## src/hdl/lefs_pkg.sv

```systemverilog
package lefs_pkg;

  // Item kinds carried on the input channel
  typedef enum logic [1:0] {
    KIND_TICK    = 2'd0,
    KIND_RUN     = 2'd1,
    KIND_START   = 2'd2,
    KIND_DISABLE = 2'd3
  } kind_t;

  // Motor direction codes
  localparam logic [1:0] DIR_STOP = 2'd0;
  localparam logic [1:0] DIR_IN   = 2'd1;
  localparam logic [1:0] DIR_OUT  = 2'd2;

  // Configuration register indexes
  localparam logic [1:0] REG_INNER_LIMIT  = 2'd0;
  localparam logic [1:0] REG_OUTER_LIMIT  = 2'd1;
  localparam logic [1:0] REG_HIGH_CURRENT = 2'd2;
  localparam logic [1:0] REG_LOW_CURRENT  = 2'd3;

  // Configuration reset values
  localparam logic [1:0] INNER_LIMIT_RST  = 2'd1;
  localparam logic [1:0] OUTER_LIMIT_RST  = 2'd2;
  localparam logic [7:0] HIGH_CURRENT_RST = 8'd2;
  localparam logic [7:0] LOW_CURRENT_RST  = 8'd1;

  // Status byte bit positions
  localparam int unsigned ST_FOOT_BIT   = 2;
  localparam int unsigned ST_ANGLE_BIT  = 5;
  localparam int unsigned ST_GROUND_BIT = 6;

  // Sequence steps
  localparam logic [2:0] STEP_ARM     = 3'd0;
  localparam logic [2:0] STEP_EXTEND  = 3'd1;
  localparam logic [2:0] STEP_RETRACT = 3'd2;
  localparam logic [2:0] STEP_FOLLOW  = 3'd3;

  // Timeouts in 100 ms ticks
  localparam logic [5:0] TMO_AT_INNER  = 6'd60;
  localparam logic [5:0] TMO_AWAY      = 6'd30;
  localparam logic [5:0] TMO_FOOT      = 6'd20;
  localparam logic [15:0] FOLLOW_TICKS = 16'd5;

  localparam logic [15:0] ELAPSED_MAX = 16'hFFFF;

endpackage

```

## src/hdl/lefs_in_if.sv

```systemverilog
interface lefs_in_if;
  logic       valid;
  logic       ready;
  logic [1:0] kind;
  logic [7:0] status;
  logic       leg_power_busy;
  logic [2:0] start_step;

  modport source (output valid, kind, status, leg_power_busy, start_step, input ready);
  modport sink   (input valid, kind, status, leg_power_busy, start_step, output ready);
endinterface

```

## src/hdl/lefs_out_if.sv

```systemverilog
interface lefs_out_if;
  logic       valid;
  logic       ready;
  logic [1:0] direction;
  logic [7:0] current_code;
  logic       enabled;
  logic [2:0] step_now;

  modport source (output valid, direction, current_code, enabled, step_now, input ready);
  modport sink   (input valid, direction, current_code, enabled, step_now, output ready);
endinterface

```

## src/hdl/lefs_cfg_if.sv

```systemverilog
interface lefs_cfg_if;
  logic       valid;
  logic       ready;
  logic [1:0] index;
  logic [7:0] data;

  modport source (output valid, index, data, input ready);
  modport sink   (input valid, index, data, output ready);
endinterface

```

## src/hdl/leg_extend_follow_sequencer.sv

```systemverilog
// An accepted input beat reaches its result beat through the input register,
//   then the sequencer state, which doubles as the result register.
// Throughput: one beat per cycle; the input register takes a new beat while a
//   result waits, and the two stages advance together when the sink is ready.
// Reset (rst_n low, synchronous): sequencer idle at step 0, motor stopped, timers
//   and current cleared, limit and current codes back to defaults, no beat pending.
module leg_extend_follow_sequencer (
  input  logic              clk,
  input  logic              rst_n,
  lefs_in_if.sink           in_ch,
  lefs_out_if.source        out_ch,
  lefs_cfg_if.sink          cfg_ch
);

  // Configuration registers
  logic [1:0] inner_code_r;
  logic [1:0] outer_code_r;
  logic [7:0] high_cur_r;
  logic [7:0] low_cur_r;

  // Input stage
  logic       s1_valid_r;
  logic [1:0] s1_kind_r;
  logic [7:0] s1_status_r;
  logic       s1_busy_r;
  logic [2:0] s1_start_r;

  // Sequencer state (also the result payload)
  logic        out_valid_r;
  logic        active_r,  active_nxt;
  logic [2:0]  step_r,    step_nxt;
  logic [15:0] elapsed_r, elapsed_nxt;
  logic [5:0]  timeout_r, timeout_nxt;
  logic [1:0]  dir_r,     dir_nxt;
  logic [7:0]  cur_r,     cur_nxt;

  logic s1_adv;
  logic in_acc;

  assign s1_adv = s1_valid_r && (!out_valid_r || out_ch.ready);
  assign in_acc = in_ch.valid && in_ch.ready;

  assign in_ch.ready  = !s1_valid_r || s1_adv;
  assign cfg_ch.ready = 1'b1;

  assign out_ch.valid        = out_valid_r;
  assign out_ch.direction    = dir_r;
  assign out_ch.current_code = cur_r;
  assign out_ch.enabled      = active_r;
  assign out_ch.step_now     = step_r;

  // Configuration writes
  always_ff @(posedge clk) begin
    if (!rst_n) begin
      inner_code_r <= lefs_pkg::INNER_LIMIT_RST;
      outer_code_r <= lefs_pkg::OUTER_LIMIT_RST;
      high_cur_r   <= lefs_pkg::HIGH_CURRENT_RST;
      low_cur_r    <= lefs_pkg::LOW_CURRENT_RST;
    end else if (cfg_ch.valid) begin
      case (cfg_ch.index)
        lefs_pkg::REG_INNER_LIMIT:  inner_code_r <= cfg_ch.data[1:0];
        lefs_pkg::REG_OUTER_LIMIT:  outer_code_r <= cfg_ch.data[1:0];
        lefs_pkg::REG_HIGH_CURRENT: high_cur_r   <= cfg_ch.data;
        lefs_pkg::REG_LOW_CURRENT:  low_cur_r    <= cfg_ch.data;
        default: ;
      endcase
    end
  end

  // Input register
  always_ff @(posedge clk) begin
    if (!rst_n) begin
      s1_valid_r <= 1'b0;
    end else if (in_ch.ready) begin
      s1_valid_r <= in_ch.valid;
    end
  end

  always_ff @(posedge clk) begin
    if (in_acc) begin
      s1_kind_r   <= in_ch.kind;
      s1_status_r <= in_ch.status;
      s1_busy_r   <= in_ch.leg_power_busy;
      s1_start_r  <= in_ch.start_step;
    end
  end

  // Sequencer next state for the beat in the input register
  always_comb begin
    logic [1:0] lim;
    logic       foot;
    logic       angle;
    logic       ground;
    logic       at_inner;
    logic       at_outer;
    logic [15:0] el_tmp;
    logic [5:0]  to_tmp;

    lim      = s1_status_r[1:0];
    foot     = s1_status_r[lefs_pkg::ST_FOOT_BIT];
    angle    = s1_status_r[lefs_pkg::ST_ANGLE_BIT];
    ground   = s1_status_r[lefs_pkg::ST_GROUND_BIT];
    at_inner = (lim == inner_code_r);
    at_outer = (lim == outer_code_r);

    active_nxt  = active_r;
    step_nxt    = step_r;
    elapsed_nxt = elapsed_r;
    timeout_nxt = timeout_r;
    dir_nxt     = dir_r;
    cur_nxt     = cur_r;
    el_tmp      = elapsed_r;
    to_tmp      = timeout_r;

    case (lefs_pkg::kind_t'(s1_kind_r))
      lefs_pkg::KIND_TICK: begin
        if (elapsed_r != lefs_pkg::ELAPSED_MAX) begin
          elapsed_nxt = elapsed_r + 16'd1;
        end
      end
      lefs_pkg::KIND_RUN: begin
        if (active_r && !s1_busy_r) begin
          case (step_r)
            lefs_pkg::STEP_ARM: begin
              step_nxt    = lefs_pkg::STEP_EXTEND;
              elapsed_nxt = '0;
              timeout_nxt = at_inner ? lefs_pkg::TMO_AT_INNER : lefs_pkg::TMO_AWAY;
            end
            lefs_pkg::STEP_EXTEND: begin
              if (at_outer) begin
                step_nxt = lefs_pkg::STEP_RETRACT;
                dir_nxt  = lefs_pkg::DIR_STOP;
              end else if (ground || angle) begin
                dir_nxt     = lefs_pkg::DIR_STOP;
                step_nxt    = lefs_pkg::STEP_RETRACT;
                elapsed_nxt = '0;
              end else begin
                // foot pressed restarts the shorter timeout
                if (foot) begin
                  to_tmp = lefs_pkg::TMO_FOOT;
                  el_tmp = '0;
                end
                timeout_nxt = to_tmp;
                elapsed_nxt = el_tmp;
                if (el_tmp < {10'd0, to_tmp}) begin
                  cur_nxt = high_cur_r;
                  dir_nxt = lefs_pkg::DIR_OUT;
                end else begin
                  step_nxt    = lefs_pkg::STEP_RETRACT;
                  elapsed_nxt = '0;
                end
              end
            end
            lefs_pkg::STEP_RETRACT: begin
              if (foot) begin
                step_nxt    = lefs_pkg::STEP_FOLLOW;
                elapsed_nxt = '0;
              end else if (at_inner) begin
                active_nxt = 1'b0;
                dir_nxt    = lefs_pkg::DIR_STOP;
              end else if (angle) begin
                dir_nxt = lefs_pkg::DIR_STOP;
              end else begin
                cur_nxt = low_cur_r;
                dir_nxt = lefs_pkg::DIR_IN;
              end
            end
            lefs_pkg::STEP_FOLLOW: begin
              if (elapsed_r > lefs_pkg::FOLLOW_TICKS || at_inner) begin
                active_nxt = 1'b0;
                dir_nxt    = lefs_pkg::DIR_STOP;
              end else if (angle) begin
                dir_nxt = lefs_pkg::DIR_STOP;
              end else begin
                cur_nxt = high_cur_r;
                dir_nxt = lefs_pkg::DIR_IN;
              end
            end
            default: begin
              // steps past the sequence just shut it down
              active_nxt = 1'b0;
              dir_nxt    = lefs_pkg::DIR_STOP;
            end
          endcase
        end
      end
      lefs_pkg::KIND_START: begin
        active_nxt = 1'b1;
        step_nxt   = s1_start_r;
      end
      lefs_pkg::KIND_DISABLE: begin
        active_nxt = 1'b0;
        step_nxt   = lefs_pkg::STEP_ARM;
      end
      default: ;
    endcase
  end

  // Sequencer state and result valid
  always_ff @(posedge clk) begin
    if (!rst_n) begin
      out_valid_r <= 1'b0;
      active_r    <= 1'b0;
      step_r      <= lefs_pkg::STEP_ARM;
      elapsed_r   <= '0;
      timeout_r   <= '0;
      dir_r       <= lefs_pkg::DIR_STOP;
      cur_r       <= '0;
    end else begin
      if (s1_adv) begin
        out_valid_r <= 1'b1;
        active_r    <= active_nxt;
        step_r      <= step_nxt;
        elapsed_r   <= elapsed_nxt;
        timeout_r   <= timeout_nxt;
        dir_r       <= dir_nxt;
        cur_r       <= cur_nxt;
      end else if (out_ch.ready) begin
        out_valid_r <= 1'b0;
      end
    end
  end

endmodule

```

## src/flat_wrapper.sv

```systemverilog
// flat-port wrapper written by rule: the top's interface ports become plain ports
module leg_extend_follow_sequencer_flat 
  (clk, rst_n, in_ch_valid, in_ch_kind, in_ch_status, in_ch_leg_power_busy, in_ch_start_step, in_ch_ready, out_ch_valid, out_ch_direction, out_ch_current_code, out_ch_enabled, out_ch_step_now, out_ch_ready, cfg_ch_valid, cfg_ch_index, cfg_ch_data, cfg_ch_ready);
  lefs_in_if in_ch_i ();
  lefs_out_if out_ch_i ();
  lefs_cfg_if cfg_ch_i ();
  input  logic clk;
  input  logic rst_n;
  input wire logic [$bits(in_ch_i.valid)-1:0] in_ch_valid;
  input wire logic [$bits(in_ch_i.kind)-1:0] in_ch_kind;
  input wire logic [$bits(in_ch_i.status)-1:0] in_ch_status;
  input wire logic [$bits(in_ch_i.leg_power_busy)-1:0] in_ch_leg_power_busy;
  input wire logic [$bits(in_ch_i.start_step)-1:0] in_ch_start_step;
  output wire logic [$bits(in_ch_i.ready)-1:0] in_ch_ready;
  output wire logic [$bits(out_ch_i.valid)-1:0] out_ch_valid;
  output wire logic [$bits(out_ch_i.direction)-1:0] out_ch_direction;
  output wire logic [$bits(out_ch_i.current_code)-1:0] out_ch_current_code;
  output wire logic [$bits(out_ch_i.enabled)-1:0] out_ch_enabled;
  output wire logic [$bits(out_ch_i.step_now)-1:0] out_ch_step_now;
  input wire logic [$bits(out_ch_i.ready)-1:0] out_ch_ready;
  input wire logic [$bits(cfg_ch_i.valid)-1:0] cfg_ch_valid;
  input wire logic [$bits(cfg_ch_i.index)-1:0] cfg_ch_index;
  input wire logic [$bits(cfg_ch_i.data)-1:0] cfg_ch_data;
  output wire logic [$bits(cfg_ch_i.ready)-1:0] cfg_ch_ready;
  assign in_ch_i.valid = in_ch_valid;
  assign in_ch_i.kind = in_ch_kind;
  assign in_ch_i.status = in_ch_status;
  assign in_ch_i.leg_power_busy = in_ch_leg_power_busy;
  assign in_ch_i.start_step = in_ch_start_step;
  assign in_ch_ready = in_ch_i.ready;
  assign out_ch_valid = out_ch_i.valid;
  assign out_ch_direction = out_ch_i.direction;
  assign out_ch_current_code = out_ch_i.current_code;
  assign out_ch_enabled = out_ch_i.enabled;
  assign out_ch_step_now = out_ch_i.step_now;
  assign out_ch_i.ready = out_ch_ready;
  assign cfg_ch_i.valid = cfg_ch_valid;
  assign cfg_ch_i.index = cfg_ch_index;
  assign cfg_ch_i.data = cfg_ch_data;
  assign cfg_ch_ready = cfg_ch_i.ready;
  leg_extend_follow_sequencer u_core (.clk(clk), .rst_n(rst_n), .in_ch(in_ch_i), .out_ch(out_ch_i), .cfg_ch(cfg_ch_i));
endmodule
```

## config.mk

```make
export PLATFORM = sky130hd
export DESIGN_NAME = leg_extend_follow_sequencer_flat
export DESIGN_NICKNAME = d
export VERILOG_FILES = /design/src/hdl/lefs_pkg.sv /design/src/hdl/lefs_in_if.sv /design/src/hdl/lefs_out_if.sv /design/src/hdl/lefs_cfg_if.sv /design/src/hdl/leg_extend_follow_sequencer.sv /design/src/flat_wrapper.sv
export SDC_FILE = /design/constraint.sdc
export NUM_CORES = 1
export LEC_CHECK = 0
export ABC_AREA = 1
export ABC_CLOCK_PERIOD_IN_PS = 2300
export BUFFER_PORTS_ARGS = -buffer_cell sky130_fd_sc_hd__buf_4
export CAP_MARGIN = 40
export CORE_UTILIZATION = 30
export CTS_CLUSTER_DIAMETER = 200
export DETAILED_ROUTE_END_ITERATION = 12
export GPL_TIMING_DRIVEN = 1
export PLACE_DENSITY_LB_ADDON = 0.08
export SYNTH_ARGS = -nofsm -noshare
export SYNTH_HDL_FRONTEND = slang
export SYNTH_SLANG_ARGS = --single-unit
```

## constraint.sdc

```tcl
create_clock -name clk -period 2.3 [get_ports clk]
set_input_delay 0.46 -clock clk [delete_from_list [all_inputs] [get_ports clk]]
set_output_delay 0.46 -clock clk [all_outputs]
set_load 0.05 [all_outputs]
```

## After elaboration in Yosys (flattened, before gate mapping)

Cells that the tools add are included.

- Flip-flop bits (word level): 71
- Input port bits: 29
- Output and inout port bits: 17

- $add $sub $neg: 1
- Magnitude comparators: 2
- Equality and inequality tests: 31
- Multiplexer cells: 55
- Bitwise operators: 1
- Reductions and logical operators: 29

Operators with widths:

| kind | count |
|---|---|
| 16-bit two-way mux | 11 |
| 8-bit two-way mux | 8 |
| 6-bit two-way mux | 9 |
| 16-bit case mux with 3 select lines | 1 |
| 16-bit case mux with 2 select lines | 1 |
| 8-bit case mux with 3 select lines | 1 |
| 6-bit AND reduction | 4 |
| 3-bit case mux with 3 select lines | 2 |
| 16-bit by 1-bit adder with 16-bit output (second input constant) | 1 |
| 16-bit by 3-bit greater-than comparator with 1-bit output (second input constant) | 1 |
| 16-bit by 6-bit < comparator with 1-bit output | 1 |
| 16-bit inequality test (second input constant) | 1 |
| 2-bit inequality test (second input constant) | 8 |
| 3-bit two-way mux | 5 |
| 6-bit case mux with 2 select lines | 1 |
| 12-bit AND reduction | 1 |
| 2-bit two-way mux | 5 |
| 3-bit by 2-bit inequality test with 1-bit output (second input constant) | 3 |
| 2-bit equality test (second input constant) | 4 |
| 1-bit two-way mux | 8 |
| 2-bit case mux with 4 select lines | 1 |
| 2-bit AND reduction | 4 |
| 7-bit AND reduction | 1 |
| 3-bit by 2-bit equality test with 1-bit output (second input constant) | 2 |
| other kinds (18) | 35 |

## Logic depth before layout (Yosys ltp)

- Depth after elaboration: 13
- Depth in mapped cells: 15
- Depth with buffers taken out: 13

## Worst setup path before layout

No wires, ideal clock.

- Path type: register to register
- Start point: reg u_core.s1_status_r[2]
- End point: reg u_core.cur_r[5], in the netlist u_core.out_ch.current_code[5]
- Setup time: 0.117 ns
- Arrival time: 2.062 ns
- Setup slack: 0.121 ns
- Stages on the path, launching flop included: 14
- Path buffers: 2
- Cell sequence: edfxtp_1 -> inv_1 -> buf_1 -> nand2_1 -> ha_1 -> nand2_1 -> nand4_1 -> nor2_1 -> nand2_1 -> nand2_1 -> buf_4 -> nand3_1 -> nand2_1 -> nor2_1

- Word-level cells in the longest chain between the ends: 9
- Elaborated cells between the ends (all ways): 16

RTL lines:

| what | line | source |
|---|---|---|
| start: declaration | leg_extend_follow_sequencer.sv:24 | `logic [7:0] s1_status_r;` |
| start signal: assignment | leg_extend_follow_sequencer.sv:82 | `s1_status_r <= in_ch.status;` |
| 16-bit two-way mux / 6-bit two-way mux (equally long branches) | leg_extend_follow_sequencer.sv:139 | `if (foot) begin` |
| 16-bit two-way mux / 6-bit two-way mux (equally long branches) | leg_extend_follow_sequencer.sv:133 | `end else if (ground \|\| angle) begin` |
| 16-bit two-way mux / 6-bit two-way mux (equally long branches) | leg_extend_follow_sequencer.sv:130 | `if (at_outer) begin` |
| 16-bit two-way mux / 6-bit two-way mux (equally long branches) | leg_extend_follow_sequencer.sv:123 | `case (step_r)` |
| 16-bit two-way mux / 6-bit two-way mux (equally long branches) | leg_extend_follow_sequencer.sv:122 | `if (active_r && !s1_busy_r) begin` |
| 16-bit two-way mux / 6-bit two-way mux (equally long branches) | leg_extend_follow_sequencer.sv:115 | `case (lefs_pkg::kind_t'(s1_kind_r))` |
| 16-bit by 6-bit < comparator with 1-bit output | leg_extend_follow_sequencer.sv:145 | `if (el_tmp < {10'd0, to_tmp}) begin` |
| 2-bit by 1-bit inequality test with 1-bit output (no line) | n/a |  |
| 12-bit AND reduction (no line) (*) | n/a |  |
| end signal: assignment | leg_extend_follow_sequencer.sv:217 | `cur_r <= cur_nxt;` |
| end: declaration | leg_extend_follow_sequencer.sv:35 | `logic [7:0] cur_r, cur_nxt;` |

Mark *: on every way between the ends. The rest lies on a longest branch, timed or not. The select of a mux whose other input is x is not followed.
A chain may end at the register's enable or synchronous reset.

## Worst setup path after layout

- Start point: reg u_core.s1_status_r[2]
- End point: reg u_core.cur_r[6], in the netlist u_core.out_ch.current_code[6]

The elaborated chain is that of the path after synthesis.

==> flow_summary.json <==
{
  "regToRegSetupSlack_ns": 0.20,
  "cts.sinks": 69,
  "drt_wl_total_mm": 10.4,
  "antenna_left": 0,
  "p_int_mw": 2.28,
  "holdCritPathClass": "in -> reg",
  "largest_family_of_logic_cells_by_synthesized_area": "simple AND/OR/NAND/NOR gates",
  "core-area_sq_um": 12600,
  "antenna-diode-count": 0,
  "critPathCapture": "u_core.out_ch.current_code[6]$_SDFFE_PN0P_",
  "grt_max_degree": 29,
  "pin_count": 46,
  "first_pass_iters": 4,
  "fin_nets": 662,
  "timing.reg2reg.worst_path_depth": 12,
  "synth_area_in_compound_gates_pct": 13.5,
  "final-setup-viol-count": 0,
  "route.vias.total": 3767,
  "ys_types": 36,
  "grt.overflow.total": 0,
  "critPathMaxFanout": 16,
  "port-buffer-count": 41,
  "most_common_cell_after_layout_fill_and_taps_aside": "nand2_1",
  "r2r-start": "u_core.s1_status_r[2]$_DFFE_PP_",
  "synth_mux_area_share_pct": 0,
  "floorplan.die.height_microns": 115,
  "total_net_switching_power_uw": 809,
  "core.rowCount": 41,
  "cp_data_arrival_time_ns": 2.33,
  "layout_min_cycle_time_ns": 2.10,
  "clock.fmax_mhz": 476,
  "timing.critical_path.max_delay_family": "simple AND/OR/NAND/NOR gates",
  "start_kind": "flop",
  "final_cell_mix": "nand2_1 (136), nor2_1 (92), inv_1 (70)",
  "drt_first_iter_violations": 196,
  "synth.yosys.seq_area_share_pct": 38.7,
  "dieArea_sq_um": 13300,
  "weighted_congestion_at_the_end_of_routability_driven_global_placement": 0.819,
  "syn-cell-area_sq_um": 3850,
  "clk-insertion-delay-late_ns": 0.34,
  "drt_drc_violations_left": 0,
  "final_critical_path_share_of_the_clock_period_pct": 91.4,
  "detail_route.wl_per_cell_microns": 13.0,
  "cts_inserted_buffers": 9,
  "fin_worst_skew_ns": 0.00617,
  "synth_cells": 580,
  "avgSynthCellArea_sq_um": 6.64,
  "path_cells": "inv_1, nand2_1, ha_1, nand2_1, nand4_1, nor2_2, nand2_1, nand2_1, buf_12, nand3_1, nand2_1, nor2_1",
  "crit_path_start": "u_core.s1_status_r[2]$_DFFE_PP_",
  "setup_total_negative_slack_ns": 0,
  "power.leakage_nw": 2.07,
  "ys_ff_latch": 69,
  "critical_path_cell_count": 12,
  "final_layout_size_suffix_gt1_share_pct": 13.0,
  "power-per-cell-area_nw_per_um2": 660,
  "grt_setup_unrepaired": "false",
  "clk_transition_reported_paths_ns": 0.05,
  "critPathRequiredTime_ns": 2.53,
  "max-cap-violations": 0,
  "initial_core_util_pct": 30.6,
  "max_slew.worst_pin.slew_ns": 0.597,
  "critical_path_sink_type": "flop",
  "worstSetupPathType": "reg -> reg",
  "clock_path_buffers": 2,
  "synthAdderAreaFrac_pct": 2.60,
  "synthesized_netlist_net_count": 617,
  "dpl.hpwl_mm": 7.37,
  "synth_simple_gate_area_share_pct": 34.1,
  "first_global_vias": 3457,
  "grt_pass1_wl_mm": 17.3,
  "post_cts.repair.setup_buffers": 0,
  "final_cells": 801,
  "run_status": "finished clean",
  "root_buffer": "clkbuf_16",
  "critical_path.most_common_cell": "nand2_1",
  "critical_path.max_stage_delay_ns": 0.43,
  "finalHoldViolCount": 0,
  "grt_util_all_layers_pct": 17.0,
  "worst_path_max_delay_cell": "edfxtp_1",
  "grt_antenna_before_repair": 0,
  "place.detailed.instances": 786,
  "regToRegEndpoint": "u_core.out_ch.current_code[6]$_SDFFE_PN0P_",
  "sequentialPowerShare_pct": 42.7,
  "power.share.clock_pct": 44.5,
  "post_synth_xor_area_fraction_pct": 0.910,
  "cts_max_level": 3,
  "timing.final.max_slew_violations": 0,
  "via_per_inst": 4.70,
  "dp_slack_ns": 0.162,
  "netSwitchingFraction_pct": 26.2,
  "critPathBufInv": 2,
  "chipWidth_microns": 115,
  "tritoncts": "built",
  "combPwrFrac_pct": 12.8,
  "relSlewSlack_pct": 60.1,
  "power.ir.vdd_worst_mv": 0.301,
  "fin_ws_ns": 0.198,
  "ys.warnings.count": 0,
  "syn2layout_area_growth_pct": 21.5
}
## flip-flops by register name, summed over array words and instances, names as in the netlist, 3 cells and up
signal,flops
u_core.elapsed_r,16
u_core.high_cur_r,8
u_core.low_cur_r,8
u_core.out_ch.current_code,8
u_core.out_ch.step_now,3
u_core.s1_start_r,3
u_core.s1_status_r,5
u_core.timeout_r,6
## how the worst min path moves through the flow
stage                                       endpoint  slack, ns  depth (start not counted)                             start
global route          u_core.s1_start_r[1]$_DFFE_PP_       0.28                          1               in_ch_start_step[1]
CTS                       u_core.s1_busy_r$_DFFE_PP_       0.28                          1              in_ch_leg_power_busy
detailed placement  u_core.low_cur_r[1]$_SDFFE_PN0P_       0.44                          2  u_core.low_cur_r[1]$_SDFFE_PN0P_
finish                    u_core.s1_busy_r$_DFFE_PP_       0.30                          1              in_ch_leg_power_busy
floorplan           u_core.low_cur_r[1]$_SDFFE_PN0P_       0.42                          2  u_core.low_cur_r[1]$_SDFFE_PN0P_
global placement    u_core.low_cur_r[3]$_SDFFE_PN0P_       0.44                          2  u_core.low_cur_r[3]$_SDFFE_PN0P_
## stage by stage
stage	utilization [%]	cell area, sq um	power [mW]	hold WS (ns)
final	37.2	4680	3.09	0.297
after detailed placement	34.9	4390	1.74	0.438
after floorplan	-	3850	1.60	0.425
after global routing	37.2	4680	3.26	0.278
after CTS	37.2	4680	3.13	0.283
after global placement	34.9	4390	1.74	0.436
## power groups by stage
stage / logic, mW / clock network [mW] / registers, mW
global route: 0.450 / 1.48 / 1.32
finish: 0.395 / 1.37 / 1.32
floorplan: 0.249 / 0 / 1.35
global placement: 0.395 / 0 / 1.34
CTS: 0.399 / 1.42 / 1.32
detailed placement: 0.397 / 0 / 1.34
## metal layers
metal / track usage, % / wire (microns) / vias to the layer above
met5: 0 / 0 / -
met4: 7.01 / 166 / 0
met3: 3.85 / 385 / 11
met2: 26.2 / 4630 / 64
met1: 22.8 / 5210 / 1729
li1: - / - / 1963
## cells in the mapped netlist
master / count / share of area [%]
a211oi_1: 1 / 0.20
o211ai_1: 2 / 0.39
clkbuf_1: 12 / 1.2
buf_2: 1 / 0.13
a31oi_1: 1 / 0.16
edfxtp_1: 11 / 8.6
nand3_2: 4 / 1.0
o21ai_0: 38 / 4.9
clkinv_1: 1 / 0.097
xnor2_1: 3 / 0.68
buf_1: 1 / 0.097
nor2_4: 1 / 0.29
inv_2: 3 / 0.29
dfxtp_1: 58 / 30
o211a_1: 1 / 0.26
buf_4: 4 / 0.78
ha_1: 8 / 2.6
nand3_1: 34 / 4.4
a211oi_2: 1 / 0.32
a22oi_1: 2 / 0.39
nor2_1: 93 / 9.1
nor2_2: 1 / 0.16
nand2_4: 1 / 0.29
nand2_2: 1 / 0.16
buf_6: 2 / 0.58
nand2_1: 136 / 13
nor3_2: 3 / 0.78
a21oi_1: 50 / 6.5
nand4_1: 10 / 1.6
nor4_1: 4 / 0.65
xor2_1: 1 / 0.23
nor3_1: 17 / 2.2
nor3b_1: 1 / 0.20
inv_1: 70 / 6.8
o21a_1: 2 / 0.39
conb_1: 1 / 0.097
## cells by family after synthesis
group,after synthesis
adders and majority gates,8
DFF,69
buffers and inverters,94
other,1
xor gates and xnor gates,4
AOI/OAI and AO/OA,98
and+or+nand+nor,306
## final cells by class
cell class | count | area (sq um)
clock buffer | 13 | 250
clock inverter | 2 | 35.0
timing repair buffer | 54 | 430
multi-input combinational | 417 | 1980
sequential | 69 | 1490
inverter | 74 | 278
tap | 172 | 215
fill | 1372 | 7890
## what timing repair did
action / 4_1_cts / 5_1_grt
hold buffers: 0 / 0
gates resized for setup: 0 / 1
endpoints found under the setup margin: 0 / 6
Power figures use the tool's default switching activity.
